===== src/sv/vwt_pkg.sv =====
// Shared types, codes and sizes of the version witness table.
package vwt_pkg;

  // Default number of table entries.
  localparam int TableDepth = 64;

  // Command codes.
  localparam logic CMD_COMMIT = 1'b0;
  localparam logic CMD_CHECK  = 1'b1;

  // Status codes.
  localparam logic [2:0] ST_OK           = 3'd0;
  localparam logic [2:0] ST_ROLLBACK     = 3'd1;
  localparam logic [2:0] ST_UNREGISTERED = 3'd2;
  localparam logic [2:0] ST_UNCOMMITTED  = 3'd3;
  localparam logic [2:0] ST_FULL         = 3'd4;

  // One decoded request.
  typedef struct packed {
    logic        cmd;
    logic [63:0] id_high;
    logic [63:0] id_low;
    logic [63:0] claim;
  } req_t;

  // One table entry.
  typedef struct packed {
    logic [63:0] id_high;
    logic [63:0] id_low;
    logic [63:0] version;
  } entry_t;

endpackage


===== src/sv/vwt_front.sv =====
// Input stage: takes a request word and holds it until the queue takes it.
module vwt_front (
  input  logic              clk,
  input  logic              rst,
  input  logic              push,
  output logic              full,
  input  logic              command,
  input  logic [63:0]       vault_id_high,
  input  logic [63:0]       vault_id_low,
  input  logic [63:0]       claimed_version,
  output logic              fr_valid,
  output vwt_pkg::req_t     fr_data,
  input  logic              q_full
);

  logic take;
  logic drain;

  assign drain = fr_valid && !q_full;
  assign full  = fr_valid && q_full;
  assign take  = push && !full;

  // Holding register
  always_ff @(posedge clk) begin
    if (rst) begin
      fr_valid <= 1'b0;
    end else if (take) begin
      fr_valid <= 1'b1;
    end else if (drain) begin
      fr_valid <= 1'b0;
    end
  end

  // Request word, decoded into the shared layout
  always_ff @(posedge clk) begin
    if (take) begin
      fr_data.cmd     <= (command == vwt_pkg::CMD_CHECK) ? vwt_pkg::CMD_CHECK
                                                         : vwt_pkg::CMD_COMMIT;
      fr_data.id_high <= vault_id_high;
      fr_data.id_low  <= vault_id_low;
      fr_data.claim   <= claimed_version;
    end
  end

endmodule


===== config.mk =====
export PLATFORM = sky130hd
export DESIGN_NAME = vwt_front
export DESIGN_NICKNAME = d
export VERILOG_FILES = /design/src/sv/vwt_pkg.sv /design/src/sv/vwt_front.sv
export SDC_FILE = /design/constraint.sdc
export NUM_CORES = 1
export LEC_CHECK = 0
export BUFFER_PORTS_ARGS = -buffer_cell sky130_fd_sc_hd__buf_2
export CAP_MARGIN = 10
export CORE_AREA = 3 3 151 153
export CTS_CLUSTER_DIAMETER = 30
export DETAILED_ROUTE_END_ITERATION = 6
export DIE_AREA = 0 0 154 156
export GPL_TIMING_DRIVEN = 0
export PLACE_DENSITY = 0.66
export SYNTH_ARGS = -nofsm -noshare
export SYNTH_HDL_FRONTEND = slang
export SYNTH_SLANG_ARGS = --single-unit

===== constraint.sdc =====
create_clock -name clk -period 8 [get_ports clk]
set_input_delay 1.2 -clock clk [delete_from_list [all_inputs] [get_ports clk]]
set_output_delay 1.2 -clock clk [all_outputs]
set_load 0.05 [all_outputs]

==> flow_metrics.py <==
metrics = {
    "drt": {
        "vias_per_cell": 3.99,
        "drc_errors": 0,
        "dr.pass1.iters": 4,
        "detail_route.wl_per_cell_um": 17.9,
        "vias": 3617,
        "detail-route-antenna-nets": 0,
        "routed_wl_um": 16200,
        "drt_iter0_drc": 167,
    },
    "clock_network": {
        "cts_setup_buffers": 0,
        "ctsRootBufferMaster": "clkbuf_16",
        "clkTransAtPathRegs_ns": 0.07,
        "cts_tree": "built",
        "htreeDepth": 4,
        "worstSkewPairLatency_ns": 0.42,
        "cts_buffers": 17,
        "holdBufCountCts": 0,
        "clk_path_buf_depth": 2,
        "clock-sinks": 194,
        "post_cts_resized": 0,
    },
    "worst_setup_path": {
        "worst_setup_path_end_kind": "output pin",
        "path_max_fanout": 2,
        "worst-setup-path-type": "in2out",
        "startpoint_type": "input port",
        "critPathRequiredTime_ns": 6.80,
        "crit_arrival_ns": 1.72,
    },
    "timing": {
        "hold_viol": 0,
        "fmax_ghz": 0.342,
        "setup-violations-final": 0,
        "holdWs_ns": 0.547,
        "rsz0062_at_grt": "no",
        "worstMarginPinSlew_ns": 0.728,
        "fin_crit_sh_pct": 36.5,
        "worst_slack_ns": 5.08,
        "drv_slew": 0,
        "timing.setup.tns_ns": 0,
        "relSlewSlack_pct": 51.4,
        "fin_crit_ns": 2.92,
        "fin_worst_skew_ns": 0.00462,
    },
    "grt": {
        "grt_pass1_wl_um": 22700,
        "grt.overflow.total": 0,
        "grt_max_degree": 38,
        "grt_antenna_before_repair": 4,
        "track_usage_pct": 12.9,
        "first_global_vias": 3833,
    },
    "synth": {
        "synth-xor-area-share_pct": 0,
        "ys_seq_elements": 194,
        "synthCells": 198,
        "synth_top_family_by_area": "simple AND/OR/NAND/NOR gates",
        "seq_area_frac_synth_pct": 99.6,
        "syn_avg_cell_area_um2": 29.5,
        "yosys_most_used_dff": "edfxtp_1",
        "synth_adder_area_share_pct": 0,
        "synth_edf_count": 193,
        "async_reset_ff_share_pct": 0,
        "synth_area_um2": 5840,
        "synth.distinct_cells": 6,
        "synthTopCellsByArea": "edfxtp_1, dfxtp_1, and2_4, nor2b_2, a21oi_1",
        "synth_area_leader_cell": "edfxtp_1",
        "yosysMostFrequentCell": "edfxtp_1",
        "synth_mux_area_share_pct": 0,
        "synth_compound_area_share_pct": 0.0857,
        "yosys.area_share.simple_pct": 0.364,
        "yosysTopAreaCellShare_pct": 99.2,
        "syn-num-nets": 395,
        "yosys_warnings": 0,
    },
    "placement": {
        "gp_congestion": 0.758,
        "dp.final_hpwl_um": 12800,
        "preCtsSetupSlack_ns": 5.02,
        "port_buffers": 391,
    },
    "power_and_ir_drop": {
        "p_leak_uw": 0.00375,
        "power-per-cell-area_nw_per_um2": 267,
        "peakVddDrop_mv": 0.147,
        "total_power_uw": 2350,
    },
    "layout": {
        "fin_nets": 810,
        "antenna_cells": 0,
        "drive_above_1_share_pct": 68.2,
        "utilization_pct": 40.6,
        "synthToLayoutAreaGrowth_pct": 50.7,
    },
    "floorplanning": {
        "start_util_pct": 26.9,
        "die_w_um": 154,
        "ioPinCount": 392,
        "die-area_um2": 24000,
        "core_um2": 21700,
        "fp.dieH_um": 156,
        "fp-row-count": 54,
    },
    "run": {
        "cap_violations": 0,
    },
    "hold_path": {
        "hp-class": "reg2reg",
    },
    "status": {
        "status": "completed",
    },
}
==> per-stage QoR <==
stage	cells	area, um^2
final	906	8810
after global routing	906	8810
after CTS	906	8810
after detailed placement	874	8250
after global placement	869	8150
after floorplan	198	5840
==> cell type report <==
cell class / instances / area (um^2)
sequential: 194 / 5820
multi-input combinational: 4 / 31.3
clock inverter: 14 / 123
timing repair buffer: 396 / 2060
fill: 2062 / 12900
clock buffer: 18 / 429
tap: 280 / 350
==> worst max-delay path: stages <==
cell    delay [ns]
buf_2         0.09
and2_4        0.15
buf_2         0.28
==> where the power goes <==
part | switching, uW | total, uW | leakage [uW] | internal [uW]
Combinational | 265 | 342 | 0.00160 | 77.1
Sequential | 14.7 | 1200 | 0.00188 | 1190
Clock | 392 | 803 | 0.000272 | 411
Total | 672 | 2350 | 0.00375 | 1680
==> final timing paths <==
path	startpoint	end	slack [ns]	cells past startpoint
max reg2reg	fr_valid	fr_data[7]	6.05	4
max	q_full	full	5.08	3
min	fr_valid	fr_valid	0.55	2
min reg2reg	fr_valid	fr_valid	0.55	2
==> cell usage in the layout (no fill, tap or decap) <==
cell         n
clkbuf_1     1
a21oi_1      1
nor2_1       1
edfxtp_1   193
clkinv_1     2
clkinv_4     5
inv_8        4
clkbuf_16   17
dfxtp_1      1
buf_2      391
inv_6        3
buf_12       5
and2_4       1
nor2b_4      1
==> cells by family (layout without fill, tap and decap cells) <==
| kind of cell | after synthesis | after routing |
|---|---|---|
| AO/OA/AOI/OAI | 1 | 1 |
| buffers and inverters | 0 | 428 |
| flip-flops | 194 | 194 |
| AND/OR/NAND/NOR | 3 | 3 |
==> routing by layer <==
layer | part of all wire, % | GRT usage [%] | vias to the layer above
met3 | 9.6 | 5.49 | 16
met4 | 1.2 | 3.83 | 6
li1 | - | - | 1637
met5 | 0.25 | 0 | -
met2 | 54 | 23.2 | 225
met1 | 35 | 13.7 | 1733
==> registers in the layout, indices dropped and copies added (netlist names) <==
name      cells
fr_data     193
fr_valid      1
No activity file was read; power rests on OpenSTA's default activity.
