[src/sv/vwt_pkg.sv]
// Shared types, codes and sizes of the version witness table.
package vwt_pkg;

  // Default number of table entries.
  localparam int TableDepth = 64;

  // Command codes.
  localparam logic CMD_COMMIT = 1'b0;
  localparam logic CMD_CHECK  = 1'b1;

  // Status codes.
  localparam logic [2:0] ST_OK           = 3'd0;
  localparam logic [2:0] ST_ROLLBACK     = 3'd1;
  localparam logic [2:0] ST_UNREGISTERED = 3'd2;
  localparam logic [2:0] ST_UNCOMMITTED  = 3'd3;
  localparam logic [2:0] ST_FULL         = 3'd4;

  // One decoded request.
  typedef struct packed {
    logic        cmd;
    logic [63:0] id_high;
    logic [63:0] id_low;
    logic [63:0] claim;
  } req_t;

  // One table entry.
  typedef struct packed {
    logic [63:0] id_high;
    logic [63:0] id_low;
    logic [63:0] version;
  } entry_t;

endpackage

[src/sv/vwt_queue.sv]
// Two-entry request queue between the input stage and the table engine.
module vwt_queue (
  input  logic          clk,
  input  logic          rst,
  input  logic          wr_valid,
  input  vwt_pkg::req_t wr_data,
  output logic          q_full,
  output logic          q_valid,
  output vwt_pkg::req_t q_data,
  input  logic          q_pop
);

  vwt_pkg::req_t slots [2];
  logic          wptr;
  logic          rptr;
  logic [1:0]    cnt;
  logic          wr_en;
  logic          rd_en;

  assign q_full  = (cnt == 2'd2);
  assign q_valid = (cnt != 2'd0);
  assign q_data  = slots[rptr];
  assign wr_en   = wr_valid && !q_full;
  assign rd_en   = q_pop && q_valid;

  // Pointers and fill
  always_ff @(posedge clk) begin
    if (rst) begin
      wptr <= 1'b0;
      rptr <= 1'b0;
      cnt  <= 2'd0;
    end else begin
      if (wr_en) wptr <= ~wptr;
      if (rd_en) rptr <= ~rptr;
      if (wr_en && !rd_en) begin
        cnt <= cnt + 2'd1;
      end else if (rd_en && !wr_en) begin
        cnt <= cnt - 2'd1;
      end
    end
  end

  // Storage
  always_ff @(posedge clk) begin
    if (wr_en) slots[wptr] <= wr_data;
  end

endmodule

[config.mk]
export PLATFORM = sky130hd
export DESIGN_NAME = vwt_queue
export DESIGN_NICKNAME = d
export VERILOG_FILES = /design/src/sv/vwt_pkg.sv /design/src/sv/vwt_queue.sv
export SDC_FILE = /design/constraint.sdc
export NUM_CORES = 1
export LEC_CHECK = 0
export ABC_AREA = 1
export BUFFER_PORTS_ARGS = -buffer_cell sky130_fd_sc_hd__buf_2
export CORE_ASPECT_RATIO = 1.25
export CORE_MARGIN = 8
export CORE_UTILIZATION = 45
export DETAILED_ROUTE_END_ITERATION = 6
export PLACE_DENSITY_LB_ADDON = 0.3
export SETUP_SLACK_MARGIN = 0.15
export SYNTH_ARGS = -nofsm -noshare
export SYNTH_HDL_FRONTEND = slang
export SYNTH_SLANG_ARGS = --single-unit
[constraint.sdc]
create_clock -name clk -period 12.6 [get_ports clk]
set_clock_uncertainty 0.1 [all_clocks]
set_input_delay 3.78 -clock clk [delete_from_list [all_inputs] [get_ports clk]]
set_output_delay 3.78 -clock clk [all_outputs]
set_load 0.005 [all_outputs]
==> results of run 1 <==
-- metrics by stage --
step           power [mW]  setup TNS [ps]  hold WS, ps  worst slack [ps]  util (%)
6_report             3.49               0          395              5840      56.4
5_1_grt              3.64               0          447              5690      56.4
4_1_cts              3.55               0          399              5750      56.4
3_5_place_dp         2.43               0          385              5740      52.5
3_3_place_gp         2.42               0          379              5760      52.5
2_1_floorplan        2.18          -72000          365              -187         -
-- how the worst max path moves through the flow --
stage	to	from
2_1_floorplan	slots[0][0]	wr_valid
3_3_place_gp	slots[1][156]	wr_valid
3_5_place_dp	slots[1][156]	wr_valid
4_1_cts	q_data[190]	register
5_1_grt	q_data[109]	register
6_report	q_data[109]	register
-- layout make-up --
class	instances	area (um^2)	share of cell area [%]
diodes	2	5.00	0.0281
clock buffers	50	1060	5.96
clock inverters	18	163	0.915
inverters	8	30.0	0.169
multi-input cells	217	2300	12.9
flip-flops and latches	391	11700	65.8
well taps	412	515	2.90
repair buffers	399	2020	11.3
-- metal layers --
metal	up-vias	routed length [um]
li1	3365	-
met1	3588	11000
met2	283	15800
met3	47	2790
met4	2	861
met5	-	13
-- sequential cells by signal, summed over array words and instances, names as in the netlist, named ones only --
signal and cells:
rptr 1, slots 386, cnt 2, wptr 1
-- critical path, cell delays in order, from the launching register on --
cell and delay (ps):
dfxtp_4 760, buf_4 900, mux2_2 450, buf_2 140
-- cell usage in the layout, fill, tap and decap left out, drive strengths merged, types with 2 or more instances in the layout --
| master | count |
|---|---|
| bufinv | 3 |
| nand3 | 2 |
| dfxtp | 5 |
| clkbuf | 50 |
| clkinv | 14 |
| inv | 8 |
| buf | 399 |
| o21ai | 3 |
| diode | 2 |
| nor2 | 8 |
| mux2 | 193 |
| edfxtp | 386 |
| a21oi | 2 |
| nand2 | 7 |
-- kinds of logic (layout without fill, tap and decap cells) --
| logic type | count (synthesis) | in the layout | share of synthesized area [%] |
|---|---|---|---|
| flops | 391 | 391 | 82.2 |
| mux | 193 | 193 | 15.3 |
| buf+inv | 29 | 475 | 1.73 |
| simple gates | 18 | 18 | 0.510 |
| compound gates | 5 | 5 | 0.176 |
| fa+ha+maj | 1 | 1 | 0.0880 |
| other cells | 0 | 2 | 0 |
-- power groups by stage --
stage | clock (mW) | sequential (mW) | combinational (mW)
after floorplan | 0 | 1.76 | 0.418
after global placement | 0 | 1.72 | 0.702
after detailed placement | 0 | 1.73 | 0.706
after CTS | 1.14 | 1.70 | 0.710
after global routing | 1.18 | 1.72 | 0.748
final | 1.10 | 1.70 | 0.686
==> results.txt, run 1 <==
Top-count cell post-synth - edfxtp_1
Gr usage total - 15.4%
Number of port buffers - 391
Initial Util - 45.1%
Largest vdd supply drop - 0.000168 V
Met3 usage in global routing - 6.10%
Finished Layout Cells - 1497
Reg-to-Reg Start - cnt[1]
Final-report setup violation count - 0
Placed Area - 0.0166 mm^2
Filler cell count - 2474
Min cycle time layout - 6760 ps
Total iterations of the first detailed-routing run - 7
Skew-Pair Late Insertion Delay - 520 ps
CTS buffer count - 38
Synthesized Nets - 835
Initial antenna violation count - 3
Primary FF master, synth - edfxtp_1
Main area contributors after synthesis - edfxtp_1 82%, mux2_2 15%, buf_6 1.3%, dfxtp_1 0.70%, inv_1 0.21%
Post-route cell area - 0.0178 mm^2
Area fraction of the dominant cell type after synthesis - 81.5%
DRC - 0
Die extent in y - 215 um
Layout cells sized above 1 - 59.7%
Hold Crit Depth - 2
Syn Area/Cell - 22.3 um^2
R2R Setup Slk - 9240 ps
Worst-path maximum fanout - 77
Max-cap viol count - 0
Hold_buf cts - 0
Met2 Track Usage GR - 27.3%
Switching Share - 24.6%
Pwr Density - 196 mW/mm^2
Ports - 392
Total Wirelength - 30.5 mm
Root Buffer Master - clkbuf_16
Vias in the first global route - 7887
Antenna-violating nets left - 0
Synth Register Bits - 391
Pin count of the biggest net entering global routing - 78
CTS tree - done
Area leader, netlist - edfxtp_1
Worst slew pin tran - 1050 ps
Count of final max-slew check failures - 0
Yosys warns - 0
Layer with the highest usage - met2
Post-CTS Setup Bufs - 0
Die W - 175 um
First-pass GRT wire length - 44.7 mm
R2R cell count - 5
Crit end category - output pin
Unrepaired setup endpoints after global routing - false
Arr. time, crit path - 2880 ps
P_sw - 859 uW
Remaining Overflow, GRT - 0
Clk buf depth - 3
Seq/Total Area, Yosys - 82.2%
Reg-to-reg endpoint - slots[1][161]
Final cycle utilization of the critical path - 53.6%
Drt via density - 4.87
Cell Count Post-Placement - 1427
Placer congestion estimate - 0.704
Type of origin of the critical path - register
Site Rows - 73
Netlist cell types - 14
Grt met1 use - 16.2%
Int Pwr - 2.63 mW
Detailed Route Iter0 Violations - 351
Max Clock Freq - 148 MHz
Post-synth EDFFs - 386
Nets - 1253
Worst Setup Path Type - reg -> out
Hold crit path type - reg -> reg
Layout area overhead - 25.0%
Worst EP required - 8720 ps
Resized Gates After CTS - 0
Relative slew slack - 29.8%
Final hold vios - 0
Synthesized area - 0.0142 mm^2
Synth Instances - 637
Clock power share - 31.6%
Comb pwr share - 19.7%
CTS clk-pin slew, worst paths - 60 ps
Full die area - 0.0376 mm^2
Post-DP HPWL - 21.0 mm
Status - finished clean
Routed len/inst - 20.4 um
Clock sink count - 391
Core footprint - 0.0315 mm^2
Reg power frac - 48.7%
Post-synth ARST share - 0%
Synth top cells by count - 386 x edfxtp_1, 193 x mux2_2, 17 x buf_6, 8 x inv_1, 8 x nor2_1
H-tree depth - 2
Leak Pwr - 6.62 nW
Via count - 7285
Min-delay src - rptr
Power figures use the tool's default switching activity.
==> run 2, diff against run 1 <==
--- a/config.mk
+++ b/config.mk
@@ -5,7 +5,7 @@
 export SDC_FILE = /design/constraint.sdc
 export NUM_CORES = 1
 export LEC_CHECK = 0
-export ABC_AREA = 1
+export ABC_AREA = 0
 export BUFFER_PORTS_ARGS = -buffer_cell sky130_fd_sc_hd__buf_2
 export CORE_ASPECT_RATIO = 1.25
 export CORE_MARGIN = 8
==> constraint.sdc (replaced) <==
create_clock -name clk -period 6.7 [get_ports clk]
set_clock_uncertainty 0.1 [all_clocks]
set_input_delay 2.01 -clock clk [delete_from_list [all_inputs] [get_ports clk]]
set_output_delay 2.01 -clock clk [all_outputs]
set_load 0.005 [all_outputs]
==> results.txt, run 2 <==
Total Wirelength - 30.5 mm (about the same)
Count of final max-slew check failures - 0 (unchanged)
Delay-heaviest family, CP - flip-flops
Largest vdd supply drop - 0.000281 V (+68%)
Max-cap viol count - 0 (unchanged)
Initial antenna violation count - 13 (+10)
R2R cell count - 4 (-1)
Met3 wire len - 2.53 mm (-9.0%)
Clock power share - 31.0% (-0.6 points)
Clk buf depth - 3 (unchanged)
Crit end category - output pin
Hold_buf cts - 0 (unchanged)
Worst slew pin tran - 879 ps (-174 ps)
H-tree depth - 2 (unchanged)
Syn Area/Cell - 22.7 um^2 (+1.8%)
Stages on worst setup path - 3 (unchanged)
Reg power frac - 47.8% (-0.9 points)
Full die area - 0.0375 mm^2 (-0.13%)
Cell Count Post-Placement - 1409 (-1.3%)
Worst EP required - 4590 ps (-4130 ps)
Top-count cell post-synth - edfxtp_1
Post-DP HPWL - 21.0 mm (-0.27%)
Detailed Route Iter0 Violations - 394 (+12%)
Critical Path, Cell by Cell - buf_4 -> mux2_2 -> buf_2
Via count - 7241 (-0.60%)
Hold crit path type - reg -> reg
Netlist cell types - 16 (+2)
Arr. time, crit path - 2560 ps (-320 ps)
Synth Instances - 625 (-1.9%)
Multi-input gate area - 0.00229 mm^2 (-0.44%)
Seq/Total Area, Yosys - 82.3% (+0.12 points)
Synth top cells by count - 386 x edfxtp_1, 193 x mux2_2, 17 x buf_6, 5 x dfxtp_1, 4 x nor2_1
Min-delay src - wptr
Site Rows - 72 (-1.4%)
Reg-to-Reg Start - cnt[0]
Pwr Density - 376 mW/mm^2 (+92%)
Max Clock Freq - 214 MHz
DRC - 0 (unchanged)
Number of port buffers - 391 (unchanged)
Total iterations of the first detailed-routing run - 4 (-3)
Final Hold Slack - 403 ps (+8.09 ps)
Finished Layout Cells - 1487 (-0.67%)
Highest-count cells in the layout ignoring fill and taps - 391 x buf_2, 386 x edfxtp_1, 193 x mux2_2, 41 x clkbuf_16, 9 x clkbuf_1
Post-synth EDFFs - 386 (unchanged)
Post-CTS Setup Bufs - 0 (unchanged)
P_sw - 1.66 mW (+93%)
CTS tree - done
M1 WL - 10.5 mm (-4.8%)
Placed Area - 0.0166 mm^2 (about the same)
Int Pwr - 5.02 mW (+91%)
Relative slew slack - 41.4% (+12 points)
Core footprint - 0.0310 mm^2 (-1.7%)
Ports - 392 (unchanged)
Final hold vios - 0 (unchanged)
Initial Util - 45.8% (+0.70 points)
Antenna-violating nets left - 0 (unchanged)
Yosys warns - 0 (unchanged)
Post-route cell area - 0.0178 mm^2 (about the same)
Largest register FFs - 386 (unchanged)
CTS buffer count - 39 (+2.6%)
Gr usage total - 15.7% (+0.27 points)
Max incr delay on CP - 850 ps (-50 ps)
Post-synth ARST share - 0% (unchanged)
Min setup slack post-route - 2030 ps (-3810 ps)
Nets - 1241 (-0.96%)
Synth Register Bits - 391 (unchanged)
Worst-path maximum fanout - 58 (-25%)
Min cycle time layout - 4670 ps
Layout cells sized above 1 - 60.6% (+0.88 points)
Main area contributors after synthesis - edfxtp_1 82%, mux2_2 15%, buf_6 1.3%, dfxtp_1 0.70%, xor2_1 0.19%
Synthesized area - 0.0142 mm^2 (-0.14%)
Root Buffer Master - clkbuf_16
Status - finished clean
Reg with most FFs - slots
Pin count of the biggest net entering global routing - 103 (+32%)
Die extent in y - 215 um (about the same)
Drt via density - 4.87 (about the same)
First-pass GRT wire length - 45.1 mm (+0.86%)
Setup_tns - 0 ps (unchanged)
CP max stage cell - dfxtp_4
Most common cell after layout, fill and taps aside - buf_2
Primary FF master, synth - edfxtp_1
Synthesized Nets - 823 (-1.4%)
Resized Gates After CTS - 0 (unchanged)
Area leader, netlist - edfxtp_1
Buf/Inv on CP - 2 (unchanged)
Die W - 175 um (about the same)
Hold Path End - wptr
Placer congestion estimate - 0.740 (+5.2%)
Final-report setup violation count - 0 (unchanged)
Reg-to-reg endpoint - slots[0][37]
Remaining Overflow, GRT - 0 (unchanged)
Hold Crit Depth - 2 (unchanged)
Filler cell count - 2388 (-3.5%)
Worst slack, placed - 2470 ps (-3270 ps)
Leak Pwr - 6.58 nW (-0.50%)
Final cycle utilization of the critical path - 69.7%
Worst Setup Path Type - reg -> out
Routed len/inst - 20.5 um (+0.62%)
Comb pwr share - 21.2% (+1.5 points)
Switching Share - 24.9% (+0.23 points)
R2R Setup Slk - 4120 ps (-5120 ps)
Biggest registers after layout - slots (386), cnt (2)
Top sig layer - met5
Layout area overhead - 25.3%
Skew-Pair Late Insertion Delay - 520 ps (about the same)
Area fraction of the dominant cell type after synthesis - 81.6% (+0.11 points)
Register area - 0.0117 mm^2 (unchanged)
Detailed-routed wire length on met2 - 16.4 mm (+3.7%)
Unrepaired setup endpoints after global routing - false
Vias in the first global route - 7926 (+0.49%)
CTS clk-pin slew, worst paths - 60 ps (about the same)
Clock sink count - 391 (unchanged)
Type of origin of the critical path - register
[run 2: cell type report]
type	instances	area share, %
sequential	391	65.7
multi-input combinational	211	12.9
timing repair buffer	398	11.5
clock buffer	50	5.96
tap	407	2.86
clock inverter	17	0.886
antenna	11	0.155
inverter	2	0.0633
[run 2: cell families (layout without fill, tap and decap cells)]
| kind of cell | count (synthesis) | after routing | synth area share [%] |
|---|---|---|---|
| other | 0 | 11 | 0 |
| XOR/XNOR | 3 | 3 | 0.185 |
| multiplexers | 193 | 193 | 15.3 |
| flip-flops | 391 | 391 | 82.3 |
| AO/OA/AOI/OAI | 5 | 5 | 0.176 |
| AND/OR/NAND/NOR | 9 | 9 | 0.344 |
| adder cells (fa/ha/maj) | 1 | 1 | 0.0881 |
| buffers and inverters | 23 | 467 | 1.58 |
[run 2: power by group through the flow]
stage	clock [mW]	combinational (mW)	sequential, mW
after global placement	0	1.44	3.24
after detailed placement	0	1.45	3.25
after floorplan	0	0.901	3.21
final	2.07	1.41	3.19
after CTS	2.14	1.46	3.20
after global routing	2.22	1.54	3.23
[run 2: how the worst max path moves through the flow]
stage                         to
finish                q_data[75]
global route          q_data[75]
CTS                  q_data[144]
detailed placement  slots[0][37]
global placement    slots[0][34]
floorplan            slots[0][0]
[run 2: worst reg2reg max path: cells and delay by family, from the launching register on]
family / cells / cell delay [ps]
AND/OR/NAND/NOR: 2 / 470
flip-flops: 1 / 440
buffers and inverters: 2 / 1170
[run 2: metrics by stage]
stage / utilization (%) / power (mW)
finish: 57.4 / 6.68
global route: 57.4 / 6.98
CTS: 57.3 / 6.79
detailed placement: 53.4 / 4.69
global placement: 53.4 / 4.68
floorplan: - / 4.11
[run 2: routing by layer]
layer	vias to the layer above	track usage, %
li1	3344	-
met1	3556	15.7
met2	266	28.3
met3	69	5.46
met4	6	7.61
met5	-	0
==> run 3, diff against run 2 <==
==> constraint.sdc (replaced) <==
create_clock -name clk -period 3.7 [get_ports clk]
set_clock_uncertainty 0.1 [all_clocks]
set_input_delay 1.11 -clock clk [delete_from_list [all_inputs] [get_ports clk]]
set_output_delay 1.11 -clock clk [all_outputs]
set_load 0.005 [all_outputs]
==> results.txt, run 3 (synthesis results as in run 2) <==
Placer congestion estimate - 0.731 (-1.2%)
Detailed Route Iter0 Violations - 430 (+9.1%)
Pin count of the biggest net entering global routing - 117 (+14%)
Final cycle utilization of the critical path - 88.6%
Resized Gates After CTS - 0 (unchanged)
Critical Path, Cell by Cell - buf_12 -> mux2_2 -> buf_2
Post-route cell area - 0.0180 mm^2 (+1.1%)
Type of origin of the critical path - register
Most common cell after layout, fill and taps aside - buf_2
DRC - 0 (unchanged)
Gr usage total - 15.7% (+0.054 points)
Worst-path maximum fanout - 85 (+47%)
Biggest registers after layout - slots (386), cnt (2)
Worst slew pin tran - 724 ps (-156 ps)
Placed Area - 0.0167 mm^2 (+0.83%)
Unrepaired setup endpoints after global routing - false
Min setup slack post-route - 422 ps (-1610 ps)
Remaining Overflow, GRT - 0 (unchanged)
Relative slew slack - 51.7% (+10 points)
Core footprint - 0.0310 mm^2 (unchanged)
Worst slack, placed - 819 ps (-1650 ps)
Die W - 175 um (unchanged)
Clock sink count - 391 (unchanged)
Count of final max-slew check failures - 0 (unchanged)
Largest register FFs - 386 (unchanged)
Layout cells sized above 1 - 61.1% (+0.48 points)
Max-cap viol count - 0 (unchanged)
Skew-Pair Late Insertion Delay - 520 ps (about the same)
Post-CTS Setup Bufs - 0 (unchanged)
Highest-count cells in the layout ignoring fill and taps - 391 x buf_2, 386 x edfxtp_1, 193 x mux2_2, 41 x clkbuf_16, 10 x clkinv_1
H-tree depth - 2 (unchanged)
Nets - 1247 (+0.48%)
Leak Pwr - 6.67 nW (+1.3%)
Largest vdd supply drop - 0.000502 V (+79%)
Hold_buf cts - 0 (unchanged)
Initial Util - 45.8% (unchanged)
Status - finished clean
Worst Setup Path Type - reg -> out
Routed len/inst - 20.5 um (-0.29%)
Pwr Density - 688 mW/mm^2 (+83%)
Layout area overhead - 26.7%
Antenna-violating nets left - 0 (unchanged)
Cell Count Post-Placement - 1415 (+0.43%)
Die extent in y - 215 um (unchanged)
Total iterations of the first detailed-routing run - 4 (unchanged)
Root Buffer Master - clkbuf_16
CTS clk-pin slew, worst paths - 60 ps (about the same)
Post-DP HPWL - 21.3 mm (+1.7%)
Initial antenna violation count - 13 (unchanged)
Site Rows - 72 (unchanged)
Finished Layout Cells - 1493 (+0.40%)
Full die area - 0.0375 mm^2 (unchanged)
Max incr delay on CP - 490 ps (-360 ps)
Final-report setup violation count - 0 (unchanged)
Delay-heaviest family, CP - buffers and inverters
Crit end category - output pin
Ports - 392 (unchanged)
Max Clock Freq - 305 MHz
Final hold vios - 0 (unchanged)
Hold crit path type - reg -> reg
Via count - 7301 (+0.83%)
Total Wirelength - 30.5 mm (+0.11%)
Drt via density - 4.89 (+0.42%)
Buf/Inv on CP - 2 (unchanged)
Min cycle time layout - 3280 ps
CTS buffer count - 39 (unchanged)
CTS tree - done
First-pass GRT wire length - 45.5 mm (+0.84%)
R2R Setup Slk - 1630 ps (-2490 ps)
Vias in the first global route - 7898 (-0.35%)
Reg with most FFs - slots
Worst EP required - 2490 ps (-2100 ps)
Arr. time, crit path - 2070 ps (-490 ps)
Clk buf depth - 3 (unchanged)
Number of port buffers - 391 (unchanged)
CP max stage cell - dfxtp_4
==> run 3: cell types whose count changed in the layout (fill, tap and decap cells not counted), sizes merged <==
cell,change
buf,+6
bufinv,+2
diode,-2
clkbuf,-4
clkinvlp,-1
clkinv,+5
==> run 3: path summary, 6_finish.rpt <==
kind,start,endpoint,cells after the start
setup / recovery,register,q_data[171],3
hold / removal,cnt[1],cnt[1],2
setup reg to reg,cnt[0],slots[0][79],4
hold reg to reg,cnt[1],cnt[1],2
==> run 3: final cells by class <==
class / count / area, um^2
sequential: 391 / 11700
inverter: 2 / 23.8
multi-input combinational: 211 / 2290
antenna: 9 / 22.5
clock inverter: 23 / 238
tap: 407 / 509
clock buffer: 46 / 1040
fill: 2389 / 13000
timing repair buffer: 404 / 2170
==> run 3: metrics by stage <==
stage	utilization, %	TNS, ps	hold slack, ps	power (mW)
2_1_floorplan	-	-175660	361	7.43
3_3_place_gp	53.9	0	386	8.58
3_5_place_dp	53.9	0	387	8.62
4_1_cts	58.0	0	407	12.6
5_1_grt	58.1	0	425	12.9
6_report	58.1	0	413	12.4
==> run 3: tightest hold or removal path, cell delays in order, from the launching register on <==
cell and delay (ps):
dfxtp_1 330, o21ai_0 80, a21oi_1 60
==> run 3: report_power, final <==
group / leakage (nW) / internal, mW / total (mW) / switching [mW]
Sequential: 3.65 / 5.56 / 5.70 / 0.141
Clock: 0.625 / 2.36 / 3.92 / 1.56
Combinational: 2.40 / 1.38 / 2.75 / 1.38
Total: 6.67 / 9.30 / 12.4 / 3.08
==> run 3: per-layer routing <==
metal / GRT usage (%) / wire, um
met1: 15.9 / 10400
met2: 28.1 / 16700
met3: 6.17 / 2590
met4: 6.88 / 864
met5: 0 / 49
